<file path="config.mk">
export PLATFORM = sky130hd
export DESIGN_NAME = script_source_minifier
export DESIGN_NICKNAME = d
export VERILOG_FILES = /design/src/hdl/ssm_pkg.sv /design/src/hdl/script_source_minifier.sv /design/src/hdl/ssm_input_reg.sv /design/src/hdl/ssm_engine.sv
export SDC_FILE = /design/constraint.sdc
export NUM_CORES = 1
export LEC_CHECK = 0
export BUFFER_PORTS_ARGS = -buffer_cell sky130_fd_sc_hd__buf_4
export CORE_MARGIN = 3
export CORE_UTILIZATION = 30
export CTS_BUF_LIST = sky130_fd_sc_hd__clkbuf_16
export DETAILED_ROUTE_END_ITERATION = 7
export PLACE_DENSITY = 0.45
export SYNTH_ARGS = -nofsm -noshare
export SYNTH_HDL_FRONTEND = slang
export SYNTH_SLANG_ARGS = --single-unit
</file>
<file path="constraint.sdc">
create_clock -name clk -period 4.67 [get_ports clk]
set_clock_uncertainty 0.1 [all_clocks]
set_input_delay 0.2335 -clock clk [delete_from_list [all_inputs] [get_ports clk]]
set_output_delay 0.2335 -clock clk [all_outputs]
set_load 0.05 [all_outputs]
</file>
<file path="src/hdl/ssm_pkg.sv">
// package: shared types and character constants for the script source minifier
package ssm_pkg;

    localparam int unsigned HIST_DEPTH = 6;
    localparam int unsigned COUNT_W    = 3;

    typedef enum logic [2:0] {
        MODE_NORMAL = 3'd0,
        MODE_ESCAPE = 3'd1,
        MODE_HASH   = 3'd2,
        MODE_LINE   = 3'd3,
        MODE_BLOCK  = 3'd4
    } scan_mode_t;

    localparam logic [7:0] CH_HASH    = 8'h23;
    localparam logic [7:0] CH_BSLASH  = 8'h5C;
    localparam logic [7:0] CH_QUOTE   = 8'h27;
    localparam logic [7:0] CH_SPACE   = 8'h20;
    localparam logic [7:0] CH_TAB     = 8'h09;
    localparam logic [7:0] CH_NEWLINE = 8'h0A;
    localparam logic [7:0] CH_LOWER_N = 8'h6E;
    localparam logic [7:0] CH_LOWER_T = 8'h74;

    localparam logic [23:0] KW_VAR    = "var";
    localparam logic [39:0] KW_BLOCK  = "block";
    localparam logic [47:0] KW_RETURN = "return";

    typedef struct packed {
        logic [7:0] text_char;
        logic       end_of_text;
    } in_item_t;

    typedef struct packed {
        logic       produce;
        logic [7:0] out_char;
        logic       has_char;
        logic       is_last;
    } result_t;

endpackage

</file>
<file path="src/hdl/script_source_minifier.sv">
// top level: script source minifier with input register and result register
//
// the input channel (in_valid/in_ready) takes one text byte per item with
// end_of_text marking the final byte of a text. the output channel
// (out_valid/out_ready) returns zero or one item per input item: a kept or
// rewritten byte, and always exactly one item with is_last set for the final
// byte, where has_char says whether out_char carries a byte (0 otherwise).
// a result is registered twice: the accepted item sits in the input register
// while the decision logic feeds the result register, whose output drives
// out_valid, out_char, has_char and is_last. throughput is one item per cycle
// while out_ready stays high; the scan state and six-byte output history
// update as each item leaves the input register.
// when the receiver stalls the result register holds, the input register
// fills, and in_ready drops until the result is taken.
// bytes that give no result still wait for a free result register.
// reset clears the scan mode, quote flag, history and both stage valids;
// after the last byte of a text all scan state returns to reset values.
module script_source_minifier (
    input  logic       clk,
    input  logic       rst_n,
    input  logic       in_valid,
    output logic       in_ready,
    input  logic [7:0] text_char,
    input  logic       end_of_text,
    output logic       out_valid,
    input  logic       out_ready,
    output logic [7:0] out_char,
    output logic       has_char,
    output logic       is_last
);

    ssm_pkg::in_item_t in_item;
    ssm_pkg::in_item_t item;
    ssm_pkg::result_t  result;
    logic              item_valid;
    logic              fire;
    logic              out_valid_reg;
    logic              out_valid_next;
    logic [7:0]        out_char_reg;
    logic              has_char_reg;
    logic              is_last_reg;

    assign in_item.text_char   = text_char;
    assign in_item.end_of_text = end_of_text;

    assign fire = item_valid && (!out_valid_reg || out_ready);

    ssm_input_reg u_input_reg (
        .clk        (clk),
        .rst_n      (rst_n),
        .in_valid   (in_valid),
        .in_ready   (in_ready),
        .in_item    (in_item),
        .fire       (fire),
        .item_valid (item_valid),
        .item       (item)
    );

    ssm_engine u_engine (
        .clk    (clk),
        .rst_n  (rst_n),
        .fire   (fire),
        .item   (item),
        .result (result)
    );

    always_comb
    begin
        out_valid_next = out_valid_reg;
        if (fire && result.produce)
        begin
            out_valid_next = 1'b1;
        end
        else if (out_ready)
        begin
            out_valid_next = 1'b0;
        end
    end

    always_ff @(posedge clk or negedge rst_n)
    begin
        if (!rst_n)
        begin
            out_valid_reg <= 1'b0;
        end
        else
        begin
            out_valid_reg <= out_valid_next;
        end
    end

    always_ff @(posedge clk)
    begin
        if (fire && result.produce)
        begin
            out_char_reg <= result.out_char;
            has_char_reg <= result.has_char;
            is_last_reg  <= result.is_last;
        end
    end

    assign out_valid = out_valid_reg;
    assign out_char  = out_char_reg;
    assign has_char  = has_char_reg;
    assign is_last   = is_last_reg;

`ifndef SYNTH
    a_empty_only_last: assert property (@(posedge clk) disable iff (!rst_n)
        out_valid && !has_char |-> is_last)
        else $error("empty result without last flag");

    a_empty_zero_char: assert property (@(posedge clk) disable iff (!rst_n)
        out_valid && !has_char |-> out_char == 8'h00)
        else $error("empty result carries a nonzero byte");

    a_stall_held_item: assert property (@(posedge clk) disable iff (!rst_n)
        !in_ready |-> item_valid && out_valid && !out_ready)
        else $error("input stalled without a held item and a blocked result");
`endif

endmodule

</file>
<file path="src/hdl/ssm_input_reg.sv">
// input register stage holding one accepted item
module ssm_input_reg (
    input  logic              clk,
    input  logic              rst_n,
    input  logic              in_valid,
    output logic              in_ready,
    input  ssm_pkg::in_item_t in_item,
    input  logic              fire,
    output logic              item_valid,
    output ssm_pkg::in_item_t item
);

    logic              valid_reg;
    logic              valid_next;
    ssm_pkg::in_item_t item_reg;

    assign in_ready   = !valid_reg || fire;
    assign item_valid = valid_reg;
    assign item       = item_reg;

    always_comb
    begin
        valid_next = valid_reg;
        if (in_valid && in_ready)
        begin
            valid_next = 1'b1;
        end
        else if (fire)
        begin
            valid_next = 1'b0;
        end
    end

    always_ff @(posedge clk or negedge rst_n)
    begin
        if (!rst_n)
        begin
            valid_reg <= 1'b0;
        end
        else
        begin
            valid_reg <= valid_next;
        end
    end

    always_ff @(posedge clk)
    begin
        if (in_valid && in_ready)
        begin
            item_reg <= in_item;
        end
    end

endmodule

</file>
<file path="src/hdl/ssm_engine.sv">
// scan state, output history and the per-character decision
module ssm_engine (
    input  logic              clk,
    input  logic              rst_n,
    input  logic              fire,
    input  ssm_pkg::in_item_t item,
    output ssm_pkg::result_t  result
);

    ssm_pkg::scan_mode_t mode_reg;
    ssm_pkg::scan_mode_t mode_next;
    logic                quotes_reg;
    logic                quotes_next;
    logic                hash_reg;
    logic                hash_next;
    logic [7:0]          hist_reg [ssm_pkg::HIST_DEPTH];
    logic [7:0]          hist_next [ssm_pkg::HIST_DEPTH];
    logic [ssm_pkg::COUNT_W-1:0] count_reg;
    logic [ssm_pkg::COUNT_W-1:0] count_next;

    logic       emit;
    logic [7:0] oc;
    logic [7:0] c;
    logic       last;
    logic       q_tog;
    logic       kw_hit;
    logic       end_var;
    logic       end_block;
    logic       end_return;

    assign c    = item.text_char;
    assign last = item.end_of_text;

    assign end_var    = (count_reg >= 3'd3)
        && ({hist_reg[3], hist_reg[4], hist_reg[5]} == ssm_pkg::KW_VAR);
    assign end_block  = (count_reg >= 3'd5)
        && ({hist_reg[1], hist_reg[2], hist_reg[3], hist_reg[4], hist_reg[5]}
            == ssm_pkg::KW_BLOCK);
    assign end_return = (count_reg >= 3'd6)
        && ({hist_reg[0], hist_reg[1], hist_reg[2], hist_reg[3], hist_reg[4],
             hist_reg[5]} == ssm_pkg::KW_RETURN);
    assign kw_hit     = end_var || end_block || end_return;

    always_comb
    begin
        mode_next   = mode_reg;
        quotes_next = quotes_reg;
        hash_next   = hash_reg;
        emit        = 1'b0;
        oc          = 8'h00;
        q_tog       = quotes_reg ^ (c == ssm_pkg::CH_QUOTE);
        case (mode_reg)
            ssm_pkg::MODE_ESCAPE:
            begin
                mode_next = ssm_pkg::MODE_NORMAL;
                if (c == ssm_pkg::CH_LOWER_N)
                begin
                    emit = 1'b1;
                    oc   = ssm_pkg::CH_NEWLINE;
                end
                else if (c == ssm_pkg::CH_LOWER_T)
                begin
                    emit = 1'b1;
                    oc   = ssm_pkg::CH_TAB;
                end
            end
            ssm_pkg::MODE_HASH:
            begin
                if (c == ssm_pkg::CH_HASH)
                begin
                    mode_next = ssm_pkg::MODE_BLOCK;
                    hash_next = 1'b1;
                end
                else if (c == ssm_pkg::CH_NEWLINE)
                begin
                    mode_next = ssm_pkg::MODE_NORMAL;
                end
                else
                begin
                    mode_next = ssm_pkg::MODE_LINE;
                end
            end
            ssm_pkg::MODE_LINE:
            begin
                if (c == ssm_pkg::CH_NEWLINE)
                begin
                    mode_next = ssm_pkg::MODE_NORMAL;
                end
            end
            ssm_pkg::MODE_BLOCK:
            begin
                if (c == ssm_pkg::CH_HASH && hash_reg)
                begin
                    mode_next = ssm_pkg::MODE_NORMAL;
                    hash_next = 1'b0;
                end
                else
                begin
                    hash_next = (c == ssm_pkg::CH_HASH);
                end
            end
            default:
            begin
                mode_next   = ssm_pkg::MODE_NORMAL;
                quotes_next = q_tog;
                if (!q_tog && (c == ssm_pkg::CH_SPACE || c == ssm_pkg::CH_TAB))
                begin
                    if (kw_hit)
                    begin
                        emit = 1'b1;
                        oc   = c;
                    end
                end
                else if (!last && count_reg != '0 && hist_reg[5] == ssm_pkg::CH_NEWLINE
                         && c == ssm_pkg::CH_NEWLINE)
                begin
                    // repeated newline dropped
                end
                else if (!last && c == ssm_pkg::CH_BSLASH)
                begin
                    mode_next = ssm_pkg::MODE_ESCAPE;
                end
                else if (c == ssm_pkg::CH_HASH && !q_tog)
                begin
                    if (!last)
                    begin
                        mode_next = ssm_pkg::MODE_HASH;
                    end
                end
                else
                begin
                    emit = 1'b1;
                    oc   = c;
                end
            end
        endcase

        for (int i = 0; i < ssm_pkg::HIST_DEPTH; i++)
        begin
            hist_next[i] = hist_reg[i];
        end
        count_next = count_reg;
        if (emit)
        begin
            for (int i = 0; i < ssm_pkg::HIST_DEPTH - 1; i++)
            begin
                hist_next[i] = hist_reg[i+1];
            end
            hist_next[ssm_pkg::HIST_DEPTH-1] = oc;
            if (count_reg < ssm_pkg::COUNT_W'(ssm_pkg::HIST_DEPTH))
            begin
                count_next = count_reg + 1'b1;
            end
        end

        // end of text returns everything to reset
        if (last)
        begin
            mode_next   = ssm_pkg::MODE_NORMAL;
            quotes_next = 1'b0;
            hash_next   = 1'b0;
            count_next  = '0;
            for (int i = 0; i < ssm_pkg::HIST_DEPTH; i++)
            begin
                hist_next[i] = 8'h00;
            end
        end
    end

    assign result.produce  = emit || last;
    assign result.out_char = oc;
    assign result.has_char = emit;
    assign result.is_last  = last;

    always_ff @(posedge clk or negedge rst_n)
    begin
        if (!rst_n)
        begin
            mode_reg   <= ssm_pkg::MODE_NORMAL;
            quotes_reg <= 1'b0;
            hash_reg   <= 1'b0;
            count_reg  <= '0;
            for (int i = 0; i < ssm_pkg::HIST_DEPTH; i++)
            begin
                hist_reg[i] <= 8'h00;
            end
        end
        else if (fire)
        begin
            mode_reg   <= mode_next;
            quotes_reg <= quotes_next;
            hash_reg   <= hash_next;
            count_reg  <= count_next;
            for (int i = 0; i < ssm_pkg::HIST_DEPTH; i++)
            begin
                hist_reg[i] <= hist_next[i];
            end
        end
    end

endmodule

</file>
==> implementation parameters, run 1 <==
Parameter                              Value

Layout
  Layout cells sized above 1    14.4%
  Relative area change from synthesis to final layout    18.3%
  Antenna diode count    0
  Number of nets at the end of the flow    333
  Number of inserted filler cells in the final layout    1,103
  Number of flip-flops under the largest register name    48

Job
  Max cap viols    0

Pwr
  Maximum VDD drop    0.242 mV
  Power Dens Cells    467 nW/um2
  Leakage    1.77 nW

Synthesis
  Count leader, synth    dfrtp_1
  Syn_area_per_cell    12.6 um2
  Sequential fraction of the synthesis area    57.5%
  Yosys cell types    51
  Combinational family with the most area after synthesis    compound AO/OA/AOI/OAI gates
  Count of synthesis-stage warnings from yosys    0
  Ys flop type    dfrtp_1
  Post-Syn Instances    280
  Number of enable-type register cells in the synthesized netlist    19
  Proportion of synthesized flip-flops having asynchronous set or reset    75.3%
  Top cells by count, synth    dfrtp_1 (58), a22o_1 (48), edfxtp_1 (19)
  Post-Synth Simple-Gate Area    15.6%
  Cell types with the largest area share after synthesis    dfrtp_1 (41%), edfxtp_1 (16%), a22o_1 (12%)
  Multiplexer share of the synthesized area    0%
  Area share of the leading cell type in the synthesized netlist    41.3%
  Fraction of the mapped netlist area in adder cells    1.78%
  Cell accounting for the most synthesized area    dfrtp_1
  Combined area of all synthesized cells    3520 um2
  Post-Syn Nets    298
  Share of the synthesized area in compound gates (AO/OA/AOI/OAI)    19.6%
  Xor-xnor portion of the synthesized cell area    0.498%
  Flip-flop and latch count after synthesis    77

Floorplanning
  Core Area    11,100 um2
  Effective utilization at floorplan    31.6%
  Overall die height    114 um
  Row Count    38
  Die footprint    13,100 um2
  IO Pins    25
  Width of the chip    114 um

Worst setup path
  Endpoint class of the critical path    flop
  Startpoint types    flop
  Maximum cell stage delay along the critical path    0.53 ns
  Worst path cell trace    or2_2, or4_4, nor2_1, nor4_1, a21o_4, o21ai_4, inv_1
  Required time of the critical path    4.58 ns
  CP delay by family, top    simple AND/OR/NAND/NOR gates
  Number of buffer and inverter instances along the worst setup path    1
  Largest fanout of any net on the critical path    22
  Data arrival time of the critical path    3.04 ns
  Highest-delay cell along the critical path    or4_4
  Setup Crit Path Kind    flop to flop

Timing
  Fin crit period    3.13 ns
  Worst slew margin    50.2%
  Transition at the pin with the smallest max-transition slack    0.748 ns
  Final setup viols    0
  Final number of max-transition violations    0
  Final Hold Slack    0.105 ns
  Fin. Hold Viols    0
  Post-route setup TNS    0 ns
  Setup repair after global routing missed its margin    no
  Max Clk Rate    319 MHz
  Share of the cycle needed by the critical path after routing    67.1%

Hold path
  Min-delay worst type    input pin to flop

Place
  Hpwl dp    5530 um
  Gp weighted congestion    0.801
  Quantity of I/O buffers inserted on ports    24

Clock tree
  Clock transition at the registers of the reported paths    0.06 ns
  Clk Latency, worst-skew pair    0.33 ns
  Clock sink total    77
  Clock tree root driver cell    clkbuf_16
  CTS Buffer Depth    2
  Number of gates resized after cts    0
  Count of H-tree levels built during CTS    3
  Post-CTS repair timing setup buffer count    0
  TritonCTS clock tree    yes
  Clock buffers created by TritonCTS    9

Detailed routing
  Remaining design rule violation count    0
  Detailed-route via count    2,400
  Iter 0 DRT Violations    163
  First-pass iteration count of the detailed router    4
  Mean routed wirelength per cell    17.8 um
  Antenna Violating Nets Remaining    0
  Vias per cell    5.22
  Wire length after detailed routing    8170 um

GRT
  Wire length of the first global-routing pass    13,500 um
  Remaining Overflow, GRT    0
  Maximum number of pins on one net before global-route repair    59
  Via count of the first global-routing pass    2,518
  Number of antenna violations at the first check in global routing    0
  Global-route usage over all layers    13.3%

Run status
  Status    finished, final reports clean
==> final timing paths <==
kind | start | to | slack, ns | depth (start not counted)
worst min register to register | u_engine.hist_reg[47] | u_engine.hist_reg[47] | 0.40 | 1
worst max register to register | u_input_reg.item[8] | has_char | 1.54 | 7
worst max-delay path | u_input_reg.item[8] | has_char | 1.54 | 7
min in group asynchronous | rst_n | u_engine.hist_reg[39] | 0.42 | 2
worst min-delay path | out_ready | out_valid | 0.10 | 3
max in group asynchronous | rst_n | u_engine.hist_reg[1] | 3.56 | 2
==> power breakdown <==
part           switching (mW)  internal (mW)
clock                   0.261          0.405
sequential              0.103          0.791
combinational           0.232          0.149
==> area by class of cell <==
type / count / area [um2] / share of cell area (%)
Tap cell: 140 / 175 / 4.21
Sequential cell: 77 / 2020 / 48.6
Timing Repair Buffer: 38 / 313 / 7.52
Multi-Input combinational cell: 177 / 1320 / 31.7
Clock inverter: 7 / 57.6 / 1.38
Clock buffer: 9 / 225 / 5.42
Inverter: 12 / 45.0 / 1.08
==> worst reg2reg max path: stages, from the launching register on <==
cell and delay, ns:
edfxtp_1 0.49, or2_2 0.33, or4_4 0.53, nor2_1 0.12, nor4_1 0.09, a21o_4 0.27, o21ai_4 0.52, inv_1 0.36
==> per-stage QoR <==
step / setup WS [ns] / power, mW / cell area (um2) / cells / util [%]
2_1_floorplan: 1.94 / 1.17 / 3520 / 280 / -
4_1_cts: 1.55 / 1.96 / 4160 / 460 / 37.4
6_report: 1.54 / 1.94 / 4160 / 460 / 37.4
3_3_place_gp: 1.61 / 1.28 / 3760 / 433 / 33.8
5_1_grt: 1.30 / 2.04 / 4160 / 460 / 37.4
3_5_place_dp: 1.56 / 1.28 / 3760 / 433 / 33.8
==> placed cells by master, fill, tap and decap left out, drive strengths merged, types with 3 or more instances in the layout <==
master / synthesis / layout
o21ai: 11 / 11
nand4: 3 / 3
clkbuf: 3 / 9
nand3b: 3 / 3
and2: 7 / 7
clkinv: 0 / 4
nor3: 3 / 3
o211ai: 4 / 4
dlygate4sd3: 0 / 11
nor4bb: 3 / 3
a21oi: 5 / 5
nor4: 6 / 6
or4: 3 / 3
nor4b: 6 / 6
edfxtp: 19 / 19
a22o: 48 / 48
inv: 12 / 13
buf: 11 / 27
dfrtp: 58 / 58
nand2: 12 / 12
nand2b: 7 / 7
ha: 5 / 5
nor2: 12 / 12
and3b: 3 / 3
and4b: 3 / 3
==> routing by layer <==
layer  global-route usage, %  vias to the layer above  share of wire [%]
met5                       0                        -                  0
met4                    4.67                        0                2.1
met3                    3.86                       13                2.6
met2                    20.5                       37                 45
met1                    18.0                     1196                 50
li1                        -                     1154                  -
==> logic make-up after synthesis <==
group | after synthesis
AO/OA/AOI/OAI | 85
adder cells (fa/ha/maj) | 5
flip-flops | 77
buffers and inverters | 26
AND/OR/NAND/NOR | 85
XOR/XNOR | 2
==> timing repair <==
action                                 4_1_cts  5_1_grt
setup endpoints to repair                    0        0
endpoints found under the hold margin       68        0
hold buffers                                11        0
No activity file was read; power rests on OpenSTA's default activity.
==> run 2, diff against run 1 <==
Settings changed: PLACE_DENSITY 0.45 to 0.47.
Clock period 4.67 ns to 2.5 ns, I/O delays scaled along.
==> implementation parameters, run 2 (synthesized netlist as in run 1, its figures left out) <==
Parameter                              Value

Run status
  Status    finished with violations (was finished, final reports clean)
  Violated checks    negative hold slack, negative setup slack

Pwr
  Power Dens Cells    843 nW/um2 (was 467 nW/um2)
  Leakage    2.05 nW (was 1.77 nW)
  Total power    3.99 mW (was 1.94 mW)
  Maximum VDD drop    0.497 mV (was 0.242 mV)

Floorplanning
  Die footprint    13,100 um2 (unchanged)
  Width of the chip    114 um (unchanged)
  Overall die height    114 um (unchanged)
  Effective utilization at floorplan    31.6% (unchanged)
  Core Area    11,100 um2 (unchanged)
  IO Pins    25 (unchanged)
  Row Count    38 (unchanged)

Detailed routing
  Remaining design rule violation count    0 (unchanged)
  Iter 0 DRT Violations    159 (was 163)
  Detailed-route via count    2,598 (was 2,400)
  First-pass iteration count of the detailed router    4 (unchanged)
  Wire length after detailed routing    8850 um (was 8170 um)
  Mean routed wirelength per cell    17.3 um (was 17.8 um)
  Vias per cell    5.08 (was 5.22)
  Antenna Violating Nets Remaining    0 (unchanged)

Timing
  Final number of max-transition violations    0 (unchanged)
  Post-route setup TNS    -7.57 ns (was 0 ns)
  Share of the cycle needed by the critical path after routing    106% (was 67.1%)
  Max Clk Rate    376 MHz (was 319 MHz)
  Transition at the pin with the smallest max-transition slack    0.737 ns (was 0.748 ns)
  Worst slew margin    50.9% (was 50.2%)
  Fin. Hold Viols    1 (was 0)
  Final Hold Slack    -0.00283 ns (was 0.105 ns)
  Final setup viols    63 (was 0)
  Fin crit period    2.66 ns (was 3.13 ns)
  Setup repair after global routing missed its margin    yes (was no)
  Post-route setup slack    -0.160 ns (was 1.54 ns)

Worst setup path
  Setup slack on the worst flop-to-flop path    -0.16 ns (was 1.54 ns)
  CP delay by family, top    compound AO/OA/AOI/OAI gates (was simple AND/OR/NAND/NOR gates)
  Number of buffer and inverter instances along the worst setup path    4 (was 1)
  Capture instance of the worst register-to-register path    u_engine.hist_reg[20] (was has_char)
  Worst reg-to-reg path cell count    12 (was 7)
  Highest-delay cell along the critical path    or4b_4 (was or4_4)
  Launching point of the worst reg2reg path    u_engine.count_reg[1] (was u_input_reg.item[8])
  Setup Crit Path Kind    flop to flop (unchanged)
  Startpoint types    flop (unchanged)
  Largest fanout of any net on the critical path    7 (was 22)
  Most common cell on crit path    buf_6
  End point of the critical path    u_engine.hist_reg[20] (was has_char)
  Start point of the critical path    u_engine.count_reg[1] (was u_input_reg.item[8])
  Data arrival time of the critical path    2.78 ns (was 3.04 ns)
  Required time of the critical path    2.62 ns (was 4.58 ns)
  Endpoint class of the critical path    flop (unchanged)
  Worst path cell trace    inv_2, ha_1, nor3_2, or4b_4, nor4_2, a221o_1, a21o_4, o21ai_4, buf_6, buf_6, clkbuf_16, a22o_1 (was or2_2, or4_4, nor2_1, nor4_1, a21o_4, o21ai_4, inv_1)
  Maximum cell stage delay along the critical path    0.48 ns (was 0.53 ns)
  Logic depth of the worst path, buffers included    12 (was 7)

Place
  Quantity of I/O buffers inserted on ports    24 (unchanged)
  Hpwl dp    6010 um (was 5530 um)
  Dpl ws    -0.177 ns (was 1.56 ns)
  Gp weighted congestion    0.825 (was 0.801)

Layout
  Number of nets at the end of the flow    384 (was 333)
  Antenna diode count    0 (unchanged)
  Most frequent cells in the layout    buf_4 (66), dfrtp_1 (56), a22o_1 (48) (was dfrtp_1 (58), a22o_1 (48), buf_4 (27))
  Number of inserted filler cells in the final layout    1,093 (was 1,103)
  Leading cell type in the layout, fill and taps excluded    buf_4 (was dfrtp_1)
  Layout cells sized above 1    31.8% (was 14.4%)
  Number of flip-flops under the largest register name    48 (unchanged)
  Total area of sequential cells    2020 um2 (about the same)
  Final design utilization    42.5% (was 37.4%)
  Relative area change from synthesis to final layout    34.6% (was 18.3%)
  Multi-input logic area    1410 um2 (was 1320 um2)

Clock tree
  Clk Latency, worst-skew pair    0.33 ns (about the same)
  Clock tree root driver cell    clkbuf_16 (unchanged)
  Clock buffers created by TritonCTS    9 (unchanged)
  CTS Buffer Depth    2 (unchanged)
  Clock transition at the registers of the reported paths    0.06 ns (about the same)
  Count of H-tree levels built during CTS    3 (unchanged)
  Clock sink total    77 (unchanged)
  TritonCTS clock tree    yes (unchanged)

GRT
  Maximum number of pins on one net before global-route repair    59 (unchanged)
  Remaining Overflow, GRT    0 (unchanged)
  Number of antenna violations at the first check in global routing    0 (unchanged)
  Global-route usage over all layers    14.0% (was 13.3%)
  Via count of the first global-routing pass    2,660 (was 2,518)
  Wire length of the first global-routing pass    14,200 um (was 13,500 um)

Job
  Max cap viols    0 (unchanged)

Hold path
  Min-delay worst type    input pin to flop (unchanged)
## run 2: tightest hold or removal path, stage by stage
cell and delay, ns:
buf_4 0.08, nand2b_1 0.12, nand2_1 0.06
## run 2: worst min-delay path by stage
stage | slack [ns] | from | endpoint | cells after the start
floorplan | -0.27 | rst_n | out_valid | 0
finish | -0.003 | out_ready | out_valid | 3
detailed placement | 0.14 | rst_n | u_engine.hist_reg[45] | 1
global route | 0.008 | out_ready | out_valid | 3
global placement | 0.14 | rst_n | u_engine.hist_reg[45] | 1
CTS | 0.004 | out_ready | out_valid | 3
## run 2: report_power, final
group / internal (mW) / switching [mW]
logic: 0.521 / 0.566
clock network: 0.767 / 0.498
registers: 1.48 / 0.156
total: 2.77 / 1.22
## run 2: stage by stage
| stage | std cells | area [um2] | hold slack, ns |
|---|---|---|---|
| finish | 511 | 4730 | -0.00283 |
| floorplan | 280 | 3520 | -0.271 |
| CTS | 503 | 4580 | 0.00439 |
| detailed placement | 469 | 4070 | 0.142 |
| global placement | 469 | 4070 | 0.143 |
| global route | 511 | 4730 | 0.00753 |
## run 2: layout make-up
class / count / area share [%]
clock buffers: 9 / 4.76
clock inverters: 7 / 1.40
inverters: 12 / 1.03
multi-input cells: 177 / 29.8
flip-flops and latches: 77 / 42.8
well taps: 140 / 3.70
repair buffers: 88 / 16.3
repair inverters: 1 / 0.159
## run 2: repair_timing
item / CTS / global route
setup endpoints to repair: 63 / 66
endpoints found under the hold margin: 68 / 0
hold buffers: 11 / 0
gates resized for setup: 10 / 22
pin swaps: 1 / 10
cloned: 2 / 2
setup buffers: 5 / 8
## run 2: layer usage
| layer | vias up | part of all wire (%) | global-route usage [%] |
|---|---|---|---|
| met5 | - | 0 | 0 |
| met4 | 0 | 1.6 | 4.12 |
| met3 | 15 | 2.6 | 3.86 |
| met2 | 43 | 51 | 23.5 |
| met1 | 1284 | 45 | 17.6 |
| li1 | 1256 | - | - |
